[src/hdl/fmma_pkg.sv]
// Shared constants for the frame mean / max / argmax block.
package fmma_pkg;

  localparam int SAMPLE_W    = 32;
  localparam int CFG_DIM_W   = 13;
  localparam int OUT_POS_W   = 12;
  localparam int DEF_MAX_DIM = 4096;

  localparam int PADDR_W = 3;
  localparam int PDATA_W = 32;

  localparam int QUEUE_DEPTH = 2;

  // Register index, taken from paddr[2]
  typedef enum logic {
    REG_ROW_COUNT = 1'b0,
    REG_COL_COUNT = 1'b1
  } reg_index_t;

endpackage

[src/hdl/fmma_regs.sv]
// Configuration registers: APB access, dimension clamping, element count.
module fmma_regs #(
  parameter int MAX_DIM = fmma_pkg::DEF_MAX_DIM
) (
  input  logic                                          clk,
  input  logic                                          rst_n,
  input  logic                                          psel,
  input  logic                                          penable,
  input  logic                                          pwrite,
  input  logic [fmma_pkg::PADDR_W-1:0]                  paddr,
  input  logic [fmma_pkg::PDATA_W-1:0]                  pwdata,
  output logic [fmma_pkg::PDATA_W-1:0]                  prdata,
  output logic                                          pready,
  output logic                                          frame_clear,
  output logic [$clog2(MAX_DIM+1)-1:0]                  rows_eff,
  output logic [$clog2(MAX_DIM+1)-1:0]                  cols_eff,
  output logic [2*$clog2(MAX_DIM+1)-1:0]                elem_count
);
  import fmma_pkg::*;

  localparam int DIM_W = $clog2(MAX_DIM+1);
  localparam int CNT_W = 2*DIM_W;
  localparam int EXT_W = (DIM_W > CFG_DIM_W) ? DIM_W : CFG_DIM_W;

  logic [CFG_DIM_W-1:0] row_count_r;
  logic [CFG_DIM_W-1:0] col_count_r;
  logic [CNT_W-1:0]     elem_count_r;
  logic                 wr_en;
  reg_index_t           wr_idx;

  function automatic logic [DIM_W-1:0] clamp_dim(input logic [CFG_DIM_W-1:0] v);
    logic [EXT_W-1:0] ext;
    ext = EXT_W'(v);
    if (ext == '0) begin
      return DIM_W'(1);
    end else if (ext > EXT_W'(MAX_DIM)) begin
      return DIM_W'(MAX_DIM);
    end
    return DIM_W'(ext);
  endfunction

  assign pready = 1'b1;
  assign wr_en  = psel & penable & pwrite & pready;
  assign wr_idx = reg_index_t'(paddr[2]);

  always_ff @(posedge clk) begin
    if (!rst_n) begin
      row_count_r <= CFG_DIM_W'(1);
      col_count_r <= CFG_DIM_W'(1);
    end else if (wr_en) begin
      case (wr_idx)
        REG_ROW_COUNT: row_count_r <= pwdata[CFG_DIM_W-1:0];
        REG_COL_COUNT: col_count_r <= pwdata[CFG_DIM_W-1:0];
        default: ;
      endcase
    end
  end

  always_comb begin
    case (wr_idx)
      REG_ROW_COUNT: prdata = PDATA_W'(row_count_r);
      REG_COL_COUNT: prdata = PDATA_W'(col_count_r);
      default:       prdata = '0;
    endcase
  end

  assign rows_eff = clamp_dim(row_count_r);
  assign cols_eff = clamp_dim(col_count_r);

  // divisor for the mean; stable long before a frame reaches the divider
  always_ff @(posedge clk) begin
    elem_count_r <= rows_eff * cols_eff;
  end

  assign elem_count  = elem_count_r;
  assign frame_clear = wr_en;

endmodule

[src/hdl/fmma_front.sv]
// Front part: takes samples, keeps running sum, maximum and its position.
module fmma_front #(
  parameter int MAX_DIM = fmma_pkg::DEF_MAX_DIM
) (
  input  logic                                  clk,
  input  logic                                  rst_n,
  input  logic                                  frame_clear,
  input  logic [$clog2(MAX_DIM+1)-1:0]          rows_eff,
  input  logic [$clog2(MAX_DIM+1)-1:0]          cols_eff,
  input  logic                                  in_valid,
  output logic                                  in_ready,
  input  logic signed [fmma_pkg::SAMPLE_W-1:0]  in_sample,
  input  logic                                  q_full,
  output logic                                  q_push,
  output logic [2*fmma_pkg::SAMPLE_W+4*$clog2(MAX_DIM)-1:0] q_wdata
);
  import fmma_pkg::*;

  localparam int POS_W = $clog2(MAX_DIM);
  localparam int DIM_W = $clog2(MAX_DIM+1);
  localparam int SUM_W = SAMPLE_W + 2*POS_W;

  logic [SUM_W-1:0]           sum_r;
  logic signed [SAMPLE_W-1:0] best_r;
  logic [POS_W-1:0]           best_row_r;
  logic [POS_W-1:0]           best_col_r;
  logic [POS_W-1:0]           row_pos_r;
  logic [POS_W-1:0]           col_pos_r;

  logic [SUM_W-1:0]           sum_nxt;
  logic signed [SAMPLE_W-1:0] best_nxt;
  logic [POS_W-1:0]           best_row_nxt;
  logic [POS_W-1:0]           best_col_nxt;
  logic                       take;
  logic                       greater;
  logic                       last_col;
  logic                       last_row;
  logic [DIM_W-1:0]           col_inc;
  logic [DIM_W-1:0]           row_inc;

  assign in_ready = ~q_full;
  assign take     = in_valid & in_ready;

  assign sum_nxt      = sum_r + {{(SUM_W-SAMPLE_W){in_sample[SAMPLE_W-1]}}, in_sample};
  assign greater      = in_sample > best_r;
  assign best_nxt     = greater ? in_sample : best_r;
  assign best_row_nxt = greater ? row_pos_r : best_row_r;
  assign best_col_nxt = greater ? col_pos_r : best_col_r;

  assign col_inc  = DIM_W'(col_pos_r) + DIM_W'(1);
  assign row_inc  = DIM_W'(row_pos_r) + DIM_W'(1);
  assign last_col = col_inc >= cols_eff;
  assign last_row = row_inc >= rows_eff;

  assign q_push  = take & last_col & last_row;
  assign q_wdata = {sum_nxt, best_nxt, best_row_nxt, best_col_nxt};

  always_ff @(posedge clk) begin
    if (!rst_n || frame_clear || q_push) begin
      sum_r      <= '0;
      best_r     <= {1'b1, {(SAMPLE_W-1){1'b0}}};
      best_row_r <= '0;
      best_col_r <= '0;
      row_pos_r  <= '0;
      col_pos_r  <= '0;
    end else if (take) begin
      sum_r      <= sum_nxt;
      best_r     <= best_nxt;
      best_row_r <= best_row_nxt;
      best_col_r <= best_col_nxt;
      if (!last_col) begin
        col_pos_r <= col_inc[POS_W-1:0];
      end else begin
        col_pos_r <= '0;
        row_pos_r <= row_inc[POS_W-1:0];
      end
    end
  end

endmodule

[src/hdl/fmma_queue.sv]
// Short queue of finished frame statistics between front and back.
module fmma_queue #(
  parameter int DATA_W = 8
) (
  input  logic              clk,
  input  logic              rst_n,
  input  logic              push,
  input  logic [DATA_W-1:0] wdata,
  output logic              full,
  input  logic              pop,
  output logic [DATA_W-1:0] rdata,
  output logic              empty
);
  import fmma_pkg::*;

  localparam int PTR_W = $clog2(QUEUE_DEPTH);
  localparam int FILL_W = $clog2(QUEUE_DEPTH+1);

  logic [DATA_W-1:0] slot_r [QUEUE_DEPTH];
  logic [PTR_W-1:0]  wr_ptr_r;
  logic [PTR_W-1:0]  rd_ptr_r;
  logic [FILL_W-1:0] fill_r;

  assign full  = fill_r == FILL_W'(QUEUE_DEPTH);
  assign empty = fill_r == '0;
  assign rdata = slot_r[rd_ptr_r];

  always_ff @(posedge clk) begin
    if (push) begin
      slot_r[wr_ptr_r] <= wdata;
    end
  end

  always_ff @(posedge clk) begin
    if (!rst_n) begin
      wr_ptr_r <= '0;
      rd_ptr_r <= '0;
      fill_r   <= '0;
    end else begin
      if (push) wr_ptr_r <= wr_ptr_r + PTR_W'(1);
      if (pop)  rd_ptr_r <= rd_ptr_r + PTR_W'(1);
      case ({push, pop})
        2'b10:   fill_r <= fill_r + FILL_W'(1);
        2'b01:   fill_r <= fill_r - FILL_W'(1);
        default: fill_r <= fill_r;
      endcase
    end
  end

endmodule

[src/hdl/fmma_back.sv]
// Back part: bit-serial signed mean division and the result register.
module fmma_back #(
  parameter int MAX_DIM = fmma_pkg::DEF_MAX_DIM
) (
  input  logic                                   clk,
  input  logic                                   rst_n,
  input  logic [2*$clog2(MAX_DIM+1)-1:0]         elem_count,
  input  logic                                   q_empty,
  output logic                                   q_pop,
  input  logic [2*fmma_pkg::SAMPLE_W+4*$clog2(MAX_DIM)-1:0] q_rdata,
  output logic                                   out_valid,
  input  logic                                   out_ready,
  output logic signed [fmma_pkg::SAMPLE_W-1:0]   out_mean_value,
  output logic signed [fmma_pkg::SAMPLE_W-1:0]   out_max_value,
  output logic [fmma_pkg::OUT_POS_W-1:0]         out_max_row,
  output logic [fmma_pkg::OUT_POS_W-1:0]         out_max_col
);
  import fmma_pkg::*;

  localparam int POS_W  = $clog2(MAX_DIM);
  localparam int DIM_W  = $clog2(MAX_DIM+1);
  localparam int CNT_W  = 2*DIM_W;
  localparam int SUM_W  = SAMPLE_W + 2*POS_W;
  localparam int ITER_W = $clog2(SUM_W);

  typedef enum logic [2:0] {
    ST_IDLE = 3'b001,
    ST_DIV  = 3'b010,
    ST_DONE = 3'b100
  } back_state_t;

  back_state_t           state_r;
  back_state_t           state_nxt;
  logic [SUM_W-1:0]      quo_r;
  logic [CNT_W-1:0]      rem_r;
  logic [CNT_W-1:0]      div_r;
  logic                  neg_r;
  logic [ITER_W-1:0]     iter_r;
  logic [SAMPLE_W-1:0]   max_r;
  logic [POS_W-1:0]      row_r;
  logic [POS_W-1:0]      col_r;

  logic                  out_valid_r;
  logic [SAMPLE_W-1:0]   out_mean_r;
  logic [SAMPLE_W-1:0]   out_max_r;
  logic [OUT_POS_W-1:0]  out_row_r;
  logic [OUT_POS_W-1:0]  out_col_r;

  logic [SUM_W-1:0]      q_sum;
  logic [SUM_W-1:0]      q_mag;
  logic [CNT_W:0]        shifted;
  logic [CNT_W:0]        diff;
  logic                  fits;
  logic [CNT_W-1:0]      rem_nxt;
  logic [SAMPLE_W-1:0]   mean_mag;
  logic [SAMPLE_W-1:0]   mean_val;
  logic                  load_out;

  assign q_sum = q_rdata[2*POS_W+SAMPLE_W +: SUM_W];
  assign q_mag = q_sum[SUM_W-1] ? (~q_sum + SUM_W'(1)) : q_sum;

  // restoring step: one quotient bit per cycle, dividend shifted in MSB first
  assign shifted = {rem_r, quo_r[SUM_W-1]};
  assign fits    = shifted >= {1'b0, div_r};
  assign diff    = shifted - {1'b0, div_r};
  assign rem_nxt = fits ? diff[CNT_W-1:0] : shifted[CNT_W-1:0];

  assign mean_mag = quo_r[SAMPLE_W-1:0];
  assign mean_val = neg_r ? (~mean_mag + SAMPLE_W'(1)) : mean_mag;

  assign q_pop    = (state_r == ST_IDLE) && !q_empty;
  assign load_out = (state_r == ST_DONE) && (!out_valid_r || out_ready);

  always_comb begin
    state_nxt = state_r;
    case (state_r)
      ST_IDLE: if (!q_empty) state_nxt = ST_DIV;
      ST_DIV:  if (iter_r == '0) state_nxt = ST_DONE;
      ST_DONE: if (load_out) state_nxt = ST_IDLE;
      default: state_nxt = ST_IDLE;
    endcase
  end

  always_ff @(posedge clk) begin
    if (!rst_n) begin
      state_r <= ST_IDLE;
    end else begin
      state_r <= state_nxt;
    end
  end

  always_ff @(posedge clk) begin
    if (q_pop) begin
      quo_r  <= q_mag;
      rem_r  <= '0;
      div_r  <= elem_count;
      neg_r  <= q_sum[SUM_W-1];
      iter_r <= ITER_W'(SUM_W-1);
      max_r  <= q_rdata[2*POS_W +: SAMPLE_W];
      row_r  <= q_rdata[POS_W +: POS_W];
      col_r  <= q_rdata[0 +: POS_W];
    end else if (state_r == ST_DIV) begin
      quo_r  <= {quo_r[SUM_W-2:0], fits};
      rem_r  <= rem_nxt;
      iter_r <= iter_r - ITER_W'(1);
    end
  end

  always_ff @(posedge clk) begin
    if (!rst_n) begin
      out_valid_r <= 1'b0;
    end else if (load_out) begin
      out_valid_r <= 1'b1;
    end else if (out_ready) begin
      out_valid_r <= 1'b0;
    end
  end

  always_ff @(posedge clk) begin
    if (load_out) begin
      out_mean_r <= mean_val;
      out_max_r  <= max_r;
      out_row_r  <= OUT_POS_W'(row_r);
      out_col_r  <= OUT_POS_W'(col_r);
    end
  end

  assign out_valid      = out_valid_r;
  assign out_mean_value = out_mean_r;
  assign out_max_value  = out_max_r;
  assign out_max_row    = out_row_r;
  assign out_max_col    = out_col_r;

endmodule

[src/hdl/frame_mean_max_argmax.sv]
// Frame statistics: streaming mean, maximum and position of the maximum.
//
// Samples of a rows x columns frame arrive in row-major order on the input
// channel (in_valid/in_ready/in_sample), one beat per cycle while in_ready
// is high. The last sample of a frame yields one result beat on the output
// channel: truncated mean, maximum and the row/column where it first appears.
// Row and column counts sit in two APB registers at byte addresses 0 and 4;
// zero counts as one, values above MAX_DIM as MAX_DIM. Any write restarts the
// frame in progress; write only while the block is idle.
//
// Throughput: one sample per cycle while in_ready is high. The mean comes
// from a restoring divider that yields one quotient bit per cycle.
// A two-entry queue holds finished frames ahead of the divider; in_ready
// drops only while that queue is full, which can happen with frames shorter
// than the divider time or while the output is stalled.
// A stalled receiver holds the result register; the divider finishes the
// frame it has, then waits until the result register frees up.
// Reset (rst_n low, synchronous) sets both counts to 1 and clears the frame
// accumulators, queue pointers, divider state and out_valid; data registers
// in the queue and the back part are not reset.
module frame_mean_max_argmax #(
  parameter int MAX_DIM = fmma_pkg::DEF_MAX_DIM
) (
  input  logic                                  clk,
  input  logic                                  rst_n,
  input  logic                                  psel,
  input  logic                                  penable,
  input  logic                                  pwrite,
  input  logic [fmma_pkg::PADDR_W-1:0]          paddr,
  input  logic [fmma_pkg::PDATA_W-1:0]          pwdata,
  output logic [fmma_pkg::PDATA_W-1:0]          prdata,
  output logic                                  pready,
  input  logic                                  in_valid,
  output logic                                  in_ready,
  input  logic signed [fmma_pkg::SAMPLE_W-1:0]  in_sample,
  output logic                                  out_valid,
  input  logic                                  out_ready,
  output logic signed [fmma_pkg::SAMPLE_W-1:0]  out_mean_value,
  output logic signed [fmma_pkg::SAMPLE_W-1:0]  out_max_value,
  output logic [fmma_pkg::OUT_POS_W-1:0]        out_max_row,
  output logic [fmma_pkg::OUT_POS_W-1:0]        out_max_col
);
  import fmma_pkg::*;

  localparam int POS_W   = $clog2(MAX_DIM);
  localparam int DIM_W   = $clog2(MAX_DIM+1);
  localparam int CNT_W   = 2*DIM_W;
  // running sum, maximum, row, column
  localparam int ENTRY_W = 2*SAMPLE_W + 4*POS_W;

  logic               frame_clear;
  logic [DIM_W-1:0]   rows_eff;
  logic [DIM_W-1:0]   cols_eff;
  logic [CNT_W-1:0]   elem_count;
  logic               q_push;
  logic               q_pop;
  logic               q_full;
  logic               q_empty;
  logic [ENTRY_W-1:0] q_wdata;
  logic [ENTRY_W-1:0] q_rdata;

  fmma_regs #(.MAX_DIM(MAX_DIM)) u_regs (
    .clk         (clk),
    .rst_n       (rst_n),
    .psel        (psel),
    .penable     (penable),
    .pwrite      (pwrite),
    .paddr       (paddr),
    .pwdata      (pwdata),
    .prdata      (prdata),
    .pready      (pready),
    .frame_clear (frame_clear),
    .rows_eff    (rows_eff),
    .cols_eff    (cols_eff),
    .elem_count  (elem_count)
  );

  fmma_front #(.MAX_DIM(MAX_DIM)) u_front (
    .clk         (clk),
    .rst_n       (rst_n),
    .frame_clear (frame_clear),
    .rows_eff    (rows_eff),
    .cols_eff    (cols_eff),
    .in_valid    (in_valid),
    .in_ready    (in_ready),
    .in_sample   (in_sample),
    .q_full      (q_full),
    .q_push      (q_push),
    .q_wdata     (q_wdata)
  );

  fmma_queue #(.DATA_W(ENTRY_W)) u_queue (
    .clk   (clk),
    .rst_n (rst_n),
    .push  (q_push),
    .wdata (q_wdata),
    .full  (q_full),
    .pop   (q_pop),
    .rdata (q_rdata),
    .empty (q_empty)
  );

  fmma_back #(.MAX_DIM(MAX_DIM)) u_back (
    .clk            (clk),
    .rst_n          (rst_n),
    .elem_count     (elem_count),
    .q_empty        (q_empty),
    .q_pop          (q_pop),
    .q_rdata        (q_rdata),
    .out_valid      (out_valid),
    .out_ready      (out_ready),
    .out_mean_value (out_mean_value),
    .out_max_value  (out_max_value),
    .out_max_row    (out_max_row),
    .out_max_col    (out_max_col)
  );

endmodule

[config.mk]
export PLATFORM = sky130hd
export DESIGN_NAME = frame_mean_max_argmax
export DESIGN_NICKNAME = d
export VERILOG_FILES = /design/src/hdl/fmma_pkg.sv /design/src/hdl/fmma_regs.sv /design/src/hdl/fmma_front.sv /design/src/hdl/fmma_queue.sv /design/src/hdl/fmma_back.sv /design/src/hdl/frame_mean_max_argmax.sv
export SDC_FILE = /design/constraint.sdc
export NUM_CORES = 2
export LEC_CHECK = 0
export ABC_AREA = 0
export ABC_CLOCK_PERIOD_IN_PS = 7400
export BUFFER_PORTS_ARGS = -buffer_cell sky130_fd_sc_hd__buf_2
export CAP_MARGIN = 15
export CORE_UTILIZATION = 40
export DETAILED_ROUTE_END_ITERATION = 6
export PLACE_DENSITY = 0.65
export SYNTH_ARGS = -nofsm -noshare
export SYNTH_HDL_FRONTEND = slang
export SYNTH_SLANG_ARGS = --single-unit
[constraint.sdc]
create_clock -name clk -period 7.4 [get_ports clk]
set_input_delay 0.37 -clock clk [delete_from_list [all_inputs] [get_ports clk]]
set_output_delay 0.37 -clock clk [all_outputs]
set_load 0.01 [all_outputs]
Word level (Yosys, flattened, before mapping)
Memories as Yosys holds them, arrays and structs flattened. A register that Yosys moved wholly into a read port is not among the register bits.
Cells that the tools add are included.
{"block": "classes", "addsub": 11, "multipliers": 1, "magnitude_cmp": 6, "n_eq_ne": 9, "muxes": 31, "bitwise": 9, "n_reduce_logical": 19}
{"operator": "$mux 56", "count": 3}
{"operator": "$mux 13", "count": 6}
{"operator": "$mux 32", "count": 2}
{"operator": "$pmux 32 s2", "count": 1}
{"operator": "$add 56x1->56 const B", "count": 1}
{"operator": "$add 56x56->56", "count": 1}
{"operator": "$not 56->56", "count": 1}
{"operator": "$mux 12", "count": 3}
{"operator": "$add 32x1->32 const B", "count": 1}
{"operator": "$gt 32x32->1", "count": 1}
{"operator": "$not 32->32", "count": 1}
{"operator": "$ge 27x26->1", "count": 1}
{"operator": "$add 12x1->13 const B", "count": 2}
{"operator": "$ge 13x13->1", "count": 2}
{"operator": "$gt 13x13->1 const B", "count": 2}
{"operator": "$logic_not 13->1", "count": 2}
{"operator": "$mul 13x13->26", "count": 1}
{"operator": "$mux 26", "count": 1}
{"operator": "$sub 26x26->26", "count": 1}
{"operator": "$mux 1", "count": 10}
{"operator": "$mux 3", "count": 3}
{"operator": "$pmux 3 s3", "count": 1}
{"operator": "$logic_not 6->1", "count": 1}
{"operator": "$reduce_and 2->1", "count": 3}
{"operator": "other kinds (20)", "count": 35}
{"block": "totals", "reg_bits": 455, "ramBits": 224, "out_inout_bits": 123, "elab_cells": 113, "memories": 1}
{"memory": "u_queue.slot_r", "depth": 2, "word_bits": 112, "read_ports": 1, "rd_clocked_by_memory_dff": 1, "wr": 1, "line": "fmma_queue.sv:19", "source": "logic [DATA_W-1:0] slot_r [QUEUE_DEPTH];"}

Depth between registers and ports, before layout
{"block": "depth", "depth_word": 9, "ltp_mapped": 26, "ltp_nobuf": 25}

By module
A second synthesis with hierarchy kept.
{"block": "unflattened", "hier_cells": 3707, "hier_area_um2": 39034.9}
{"mod": "fmma_back", "n_inst": 1, "cells_each": 983, "area_per_inst_um2": 12155.4, "seq_area_each_um2": 7537.2}
{"mod": "fmma_front", "n_inst": 1, "cells_each": 1442, "area_per_inst_um2": 11008.1, "seq_area_each_um2": 2722.6}
{"mod": "fmma_queue", "n_inst": 1, "cells_each": 370, "area_per_inst_um2": 8284.2, "seq_area_each_um2": 6826.5}
{"mod": "fmma_regs", "n_inst": 1, "cells_each": 912, "area_per_inst_um2": 7587.3, "seq_area_each_um2": 1041.0}

Worst setup path after synthesis
No wires, ideal clock.
{"block": "synth_path", "path_kind": "register to register", "from": "register u_front.col_pos_r[0]", "to": "memory u_queue.slot_r[0][0] in the netlist's numbering, enable pin", "arrival_time_ps": 7572, "t_required_ps": 6814, "path_slack_ps": -758, "path_stages_with_launch": 16, "period_less_slack_ps": 8158, "path_cell_list": "dfxtp_1 -> ha_1 -> and3_1 -> and3_1 -> and3_1 -> and3_1 -> xor2_1 -> ha_1 -> o21a_1 -> o21ai_0 -> nand2b_1 -> a21oi_1 -> a211oi_1 -> and2_1 -> o21ai_1 -> nor2_1"}
{"block": "synth_between", "elab_chain_len": 6}
{"element": "from (decl)", "line": "fmma_front.sv:28", "source": "logic [POS_W-1:0] col_pos_r;"}
{"element": "from (signal assigned)", "line": "fmma_front.sv:72", "source": "col_pos_r <= col_inc[POS_W-1:0];"}
{"element": "$add 12x1->13", "line": "fmma_front.sv:50", "source": "assign col_inc = DIM_W'(col_pos_r) + DIM_W'(1);"}
{"element": "$ge 13x13->1", "line": "fmma_front.sv:52", "source": "assign last_col = col_inc >= cols_eff;"}
{"element": "$and 1x1->1 (2 in a row)", "line": "fmma_front.sv:55", "source": "assign q_push = take & last_col & last_row;"}
{"element": "$mux 1", "line": "fmma_queue.sv:29", "source": "if (push) begin"}
{"element": "$mux 1 (not written as such)", "line": "fmma_queue.sv:30", "source": "slot_r[wr_ptr_r] <= wdata;"}
{"element": "to (decl)", "line": "fmma_queue.sv:19"}
No other way between the ends.

Final worst setup path
{"block": "layout_path", "from": "register u_regs.row_count_r[12]", "to": "register u_regs.elem_count_r[25], in the netlist u_regs.elem_count[25]"}
{"block": "layout_between", "elab_chain_len": 5}
{"element": "from (decl)", "line": "fmma_regs.sv:25", "source": "logic [CFG_DIM_W-1:0] row_count_r;"}
{"element": "from (signal assigned)", "line": "fmma_regs.sv:52", "source": "REG_ROW_COUNT: row_count_r <= pwdata[CFG_DIM_W-1:0];"}
{"element": "$gt 13x13->1", "line": "fmma_regs.sv:36", "source": "end else if (ext > EXT_W'(MAX_DIM)) begin"}
{"element": "$mux 1", "line": "fmma_regs.sv:36"}
{"element": "$mux 1", "line": "fmma_regs.sv:34", "source": "if (ext == '0) begin"}
{"element": "$mux 13 *", "line": "fmma_regs.sv:39", "source": "return DIM_W'(ext);"}
{"element": "$mul 13x13->26 *", "line": "fmma_regs.sv:72", "source": "elem_count_r <= rows_eff * cols_eff;"}
{"element": "to (signal assigned)", "line": "fmma_regs.sv:72"}
{"element": "to (decl)", "line": "fmma_regs.sv:27", "source": "logic [CNT_W-1:0] elem_count_r;"}
Every way passes the cells marked *; elsewhere a longest branch is shown, timed or not.
A chain may end at the register's enable or synchronous reset.

==> summary.md <==
| Metric | Value |
|---|---|
| Worst Max-Slew Pin Slew | `1.161 ns` |
| Worst path required time | `7.96 ns` |
| Max-cap violations | `0` |
| Worst Hold Class | `in -> reg` |
| GRT overflow | `0` |
| Predominant post-synthesis flop cell | `edfxtp_1` |
| Final cycle utilization of the critical path | `91.38%` |
| Final Slew Violations | `0` |
| Area growth syn-to-layout | `13.15%` |
| Maximum vdd ir drop | `0.2588 mV` |
| Pre-CTS WS | `0.6510 ns` |
| Final Hold Fails | `0` |
| Non-Filler Instances | `5119` |
| Initial Util | `40.64%` |
| Distinct cells, synth | `87` |
| IO Pins | `197` |
| GP Congestion | `0.8927` |
| YS warnings | `0` |
| Largest net degree at the start of global routing | `112` |
| Startpoint types | `flip-flop` |
| Root Buffer | `clkbuf_16` |
| LEAKAGE | `17.15 nW` |
| Total global-route track usage | `18.10%` |
| Arr. time, crit path | `7.33 ns` |
| Worst R2R Path Depth | `22` |
| Clock sink count | `680` |
| Most numerous cell in the Yosys netlist | `nand2_1` |
| #FFs+latches synth | `680` |
| TritonRoute pass-1 iters | `5` |
| Clock skew | `0.02910 ns` |
| Fillers | `8747` |
| Vias per cell | `5.124` |
| Seq/Total Area, Yosys | `47.51%` |
| Placed cell count | `4961` |
| Die width | `310.8 um` |
| Hold endpoint | `u_front.best_r[17]$_SDFFE_PP0P_` |
| Vias in the first global route | `25480` |
| DR iter-0 viols | `2017` |
| Postcts setup bufs | `0` |
| Mapped cell area | `38150 sq um` |
| CTS resizes | `0` |
| Rows | `112` |
| Wire per inst | `17.25 um` |
| Post-DRT Antenna Nets | `0` |
| Hold_sp | `in_sample[17]` |
| PwrDens | `299.3 nW/um^2` |
| First-pass GRT wire length | `140300 um` |
| CTS H-Tree Depth | `3` |
| Fmax | `147.9 MHz` |
| Setup crit end kind | `flip-flop` |
| Outcome | `completed` |
| Worst reg-to-reg setup slack | `0.64 ns` |
| Die Ht | `310.8 um` |
| End of the worst register-to-register path | `u_regs.elem_count[25]$_DFF_P_` |
| Core area | `93890 sq um` |
| Minimum clock period | `6.762 ns` |
| Total negative slack | `0 ns` |
| Synth top area cells | `edfxtp_1 35%, dfxtp_1 12%, ha_1 7.1%` |
| Mapped Cells | `3652` |
| Routed Wire Length | `88290 um` |
| Clock latency on the worst-skew pair | `0.65 ns` |
| Number of port buffers | `155` |
| Die area | `96620 sq um` |
| Crit path max fanout | `20` |
| Share of cells above drive strength 1 | `12.97%` |
| Util after Layout | `45.98%` |
| Clk slew on worst S/H paths | `0.06 ns` |
| Setup Viol. Count Final | `0` |
| Vias | `26230` |
| Post-DP HPWL | `63070 um` |
| Top cell type's share of synthesized area | `35.50%` |
| TritonCTS clock tree | `yes` |
| # hold bufs at CTS | `20` |
| Ys async rst share | `0%` |
| Slew headroom | `22.08%` |
| WHS Path Cells | `3` |
| DRC Markers | `0` |
| Worst Setup Slack, final | `0.6380 ns` |
| Total CTS buffers | `73` |
| Total power | `0.01292 W` |
| RSZ-0062 raised after global routing | `no` |
| Synth top cells by count | `484 x nand2_1, 451 x edfxtp_1, 292 x inv_1` |
| Initial antenna violation count | `4` |
| Layout Nets | `4216` |
| Critical Setup Path Class | `reg -> reg` |
| Clock Tree Buf Depth | `3` |
| Syn Area/Cell | `10.45 sq um` |
| Area leader, netlist | `edfxtp_1` |
| Reg-to-reg startpoint | `u_regs.row_count_r[12]$_SDFFE_PN0P_` |
| Post-synth EDFFs | `451` |
[metal layers]
layer	track usage, %	wire [um]	share of wire [%]	vias to the layer above
li1	-	-	-	12990
met1	26.36	44000	50	12590
met2	27.84	38420	44	565
met3	2.746	4282	4.8	86
met4	5.060	1585	1.8	2
met5	0	10	0.011	-
[power breakdown]
part           internal [W]  switching, W  total (W)
Combinational       0.00121       0.00222    0.00343
Clock               0.00232       0.00157    0.00389
Sequential          0.00521      0.000392    0.00560
[worst max-delay path, stage by stage, from the launching register on]
cell and delay (ns):
dfxtp_1 0.54, nor2b_1 0.67, nand2_1 0.17, fa_1 0.48, fa_1 0.47, fa_1 0.50, inv_1 0.05, fa_1 0.52
inv_1 0.05, fa_1 0.55, inv_1 0.06, ha_1 0.35, a21o_1 0.20, a21o_1 0.17, a21oi_1 0.33, a2bb2oi_1 0.21
o31a_1 0.19, a211oi_1 0.09, a41o_1 0.27, o41a_1 0.35, a21o_1 0.19, a21oi_1 0.16, xnor2_1 0.13
[registers in the layout, summed over array words and instances, names as in the netlist, 2 cells and up, named ones only]
name / count
u_back.iter_r: 6
u_back.row_r: 12
u_front.best_r: 32
u_front.row_pos_r: 12
u_back.out_max_value: 32
u_back.div_r: 26
u_queue.fill_r: 2
u_front.best_row_r: 12
u_front.best_col_r: 12
u_front.col_pos_r: 12
u_regs.elem_count: 26
u_back.out_max_row: 12
u_regs.row_count_r: 13
u_back.max_r: 32
u_back.col_r: 12
u_back.out_mean_value: 32
u_back.state_r: 3
u_regs.col_count_r: 13
u_queue.slot_r: 224
u_back.rem_r: 26
u_back.out_max_col: 12
u_back.quo_r: 56
u_front.sum_r: 56
[cells in the final DEF (no fill, tap or decap), types with 15 or more instances in the layout]
cell type	count
nand2b_1	28
a21o_1	59
clkbuf_16	77
a211oi_1	15
a21boi_0	27
fa_1	123
a31oi_1	23
nand3_1	90
conb_1	20
nand2_1	482
dlygate4sd3_1	20
o21ai_0	228
inv_1	290
ha_1	217
and3_1	27
xnor2_1	121
buf_2	155
mux2i_1	61
a21oi_1	192
edfxtp_1	451
buf_4	51
o21a_1	17
o31ai_1	21
nor2_1	224
nor2b_1	44
nand4_1	28
nor3_1	53
xor2_1	95
dfxtp_1	228
mux2_2	129
[worst max-delay path by stage]
stage,start,endpoint,slack [ns]
after global routing,u_regs.row_count_r[4]$_SDFFE_PN0P_,u_regs.elem_count[25]$_DFF_P_,0.19
after detailed placement,u_regs.row_count_r[4]$_SDFFE_PN0P_,u_regs.elem_count[25]$_DFF_P_,0.65
final,u_regs.row_count_r[12]$_SDFFE_PN0P_,u_regs.elem_count[25]$_DFF_P_,0.64
after global placement,u_regs.row_count_r[4]$_SDFFE_PN0P_,u_regs.elem_count[25]$_DFF_P_,0.70
after floorplan,u_regs.col_count_r[12]$_SDFFE_PN0P_,u_regs.elem_count[25]$_DFF_P_,1.04
after CTS,u_regs.row_count_r[4]$_SDFFE_PN0P_,u_regs.elem_count[25]$_DFF_P_,0.64
[cell type report]
type	count	area, sq um	share of cell area (%)
antenna	2	5.005	0.01159
clock buffer	105	2172	5.032
clock inverter	31	422.9	0.9797
inverter	298	1121	2.597
multi-input combinational	2519	18310	42.41
sequential	680	18130	42.00
tap	1254	1569	3.635
timing repair buffer	230	1439	3.333
[cell families (layout without fill, tap and decap cells)]
kind of cell,count (synthesis),in the layout,share of synthesized area (%)
AND/OR/NAND/NOR,1070,1070,12.70
AO/OA/AOI/OAI,680,680,10.77
flip-flops,680,680,47.51
buffers and inverters,471,664,4.922
adder cells (fa/ha/maj),340,340,13.57
XOR/XNOR,216,216,4.959
multiplexers,193,193,5.552
other,2,22,0.01968
[stage by stage]
stage	cell area, sq um	hold slack [ns]
2_1_floorplan	38230	0.3855
3_3_place_gp	40370	0.3863
3_5_place_dp	40370	0.3887
4_1_cts	43160	0.003618
5_1_grt	43170	0.01931
6_report	43170	0.04030
No activity file was read; power rests on OpenSTA's default activity.
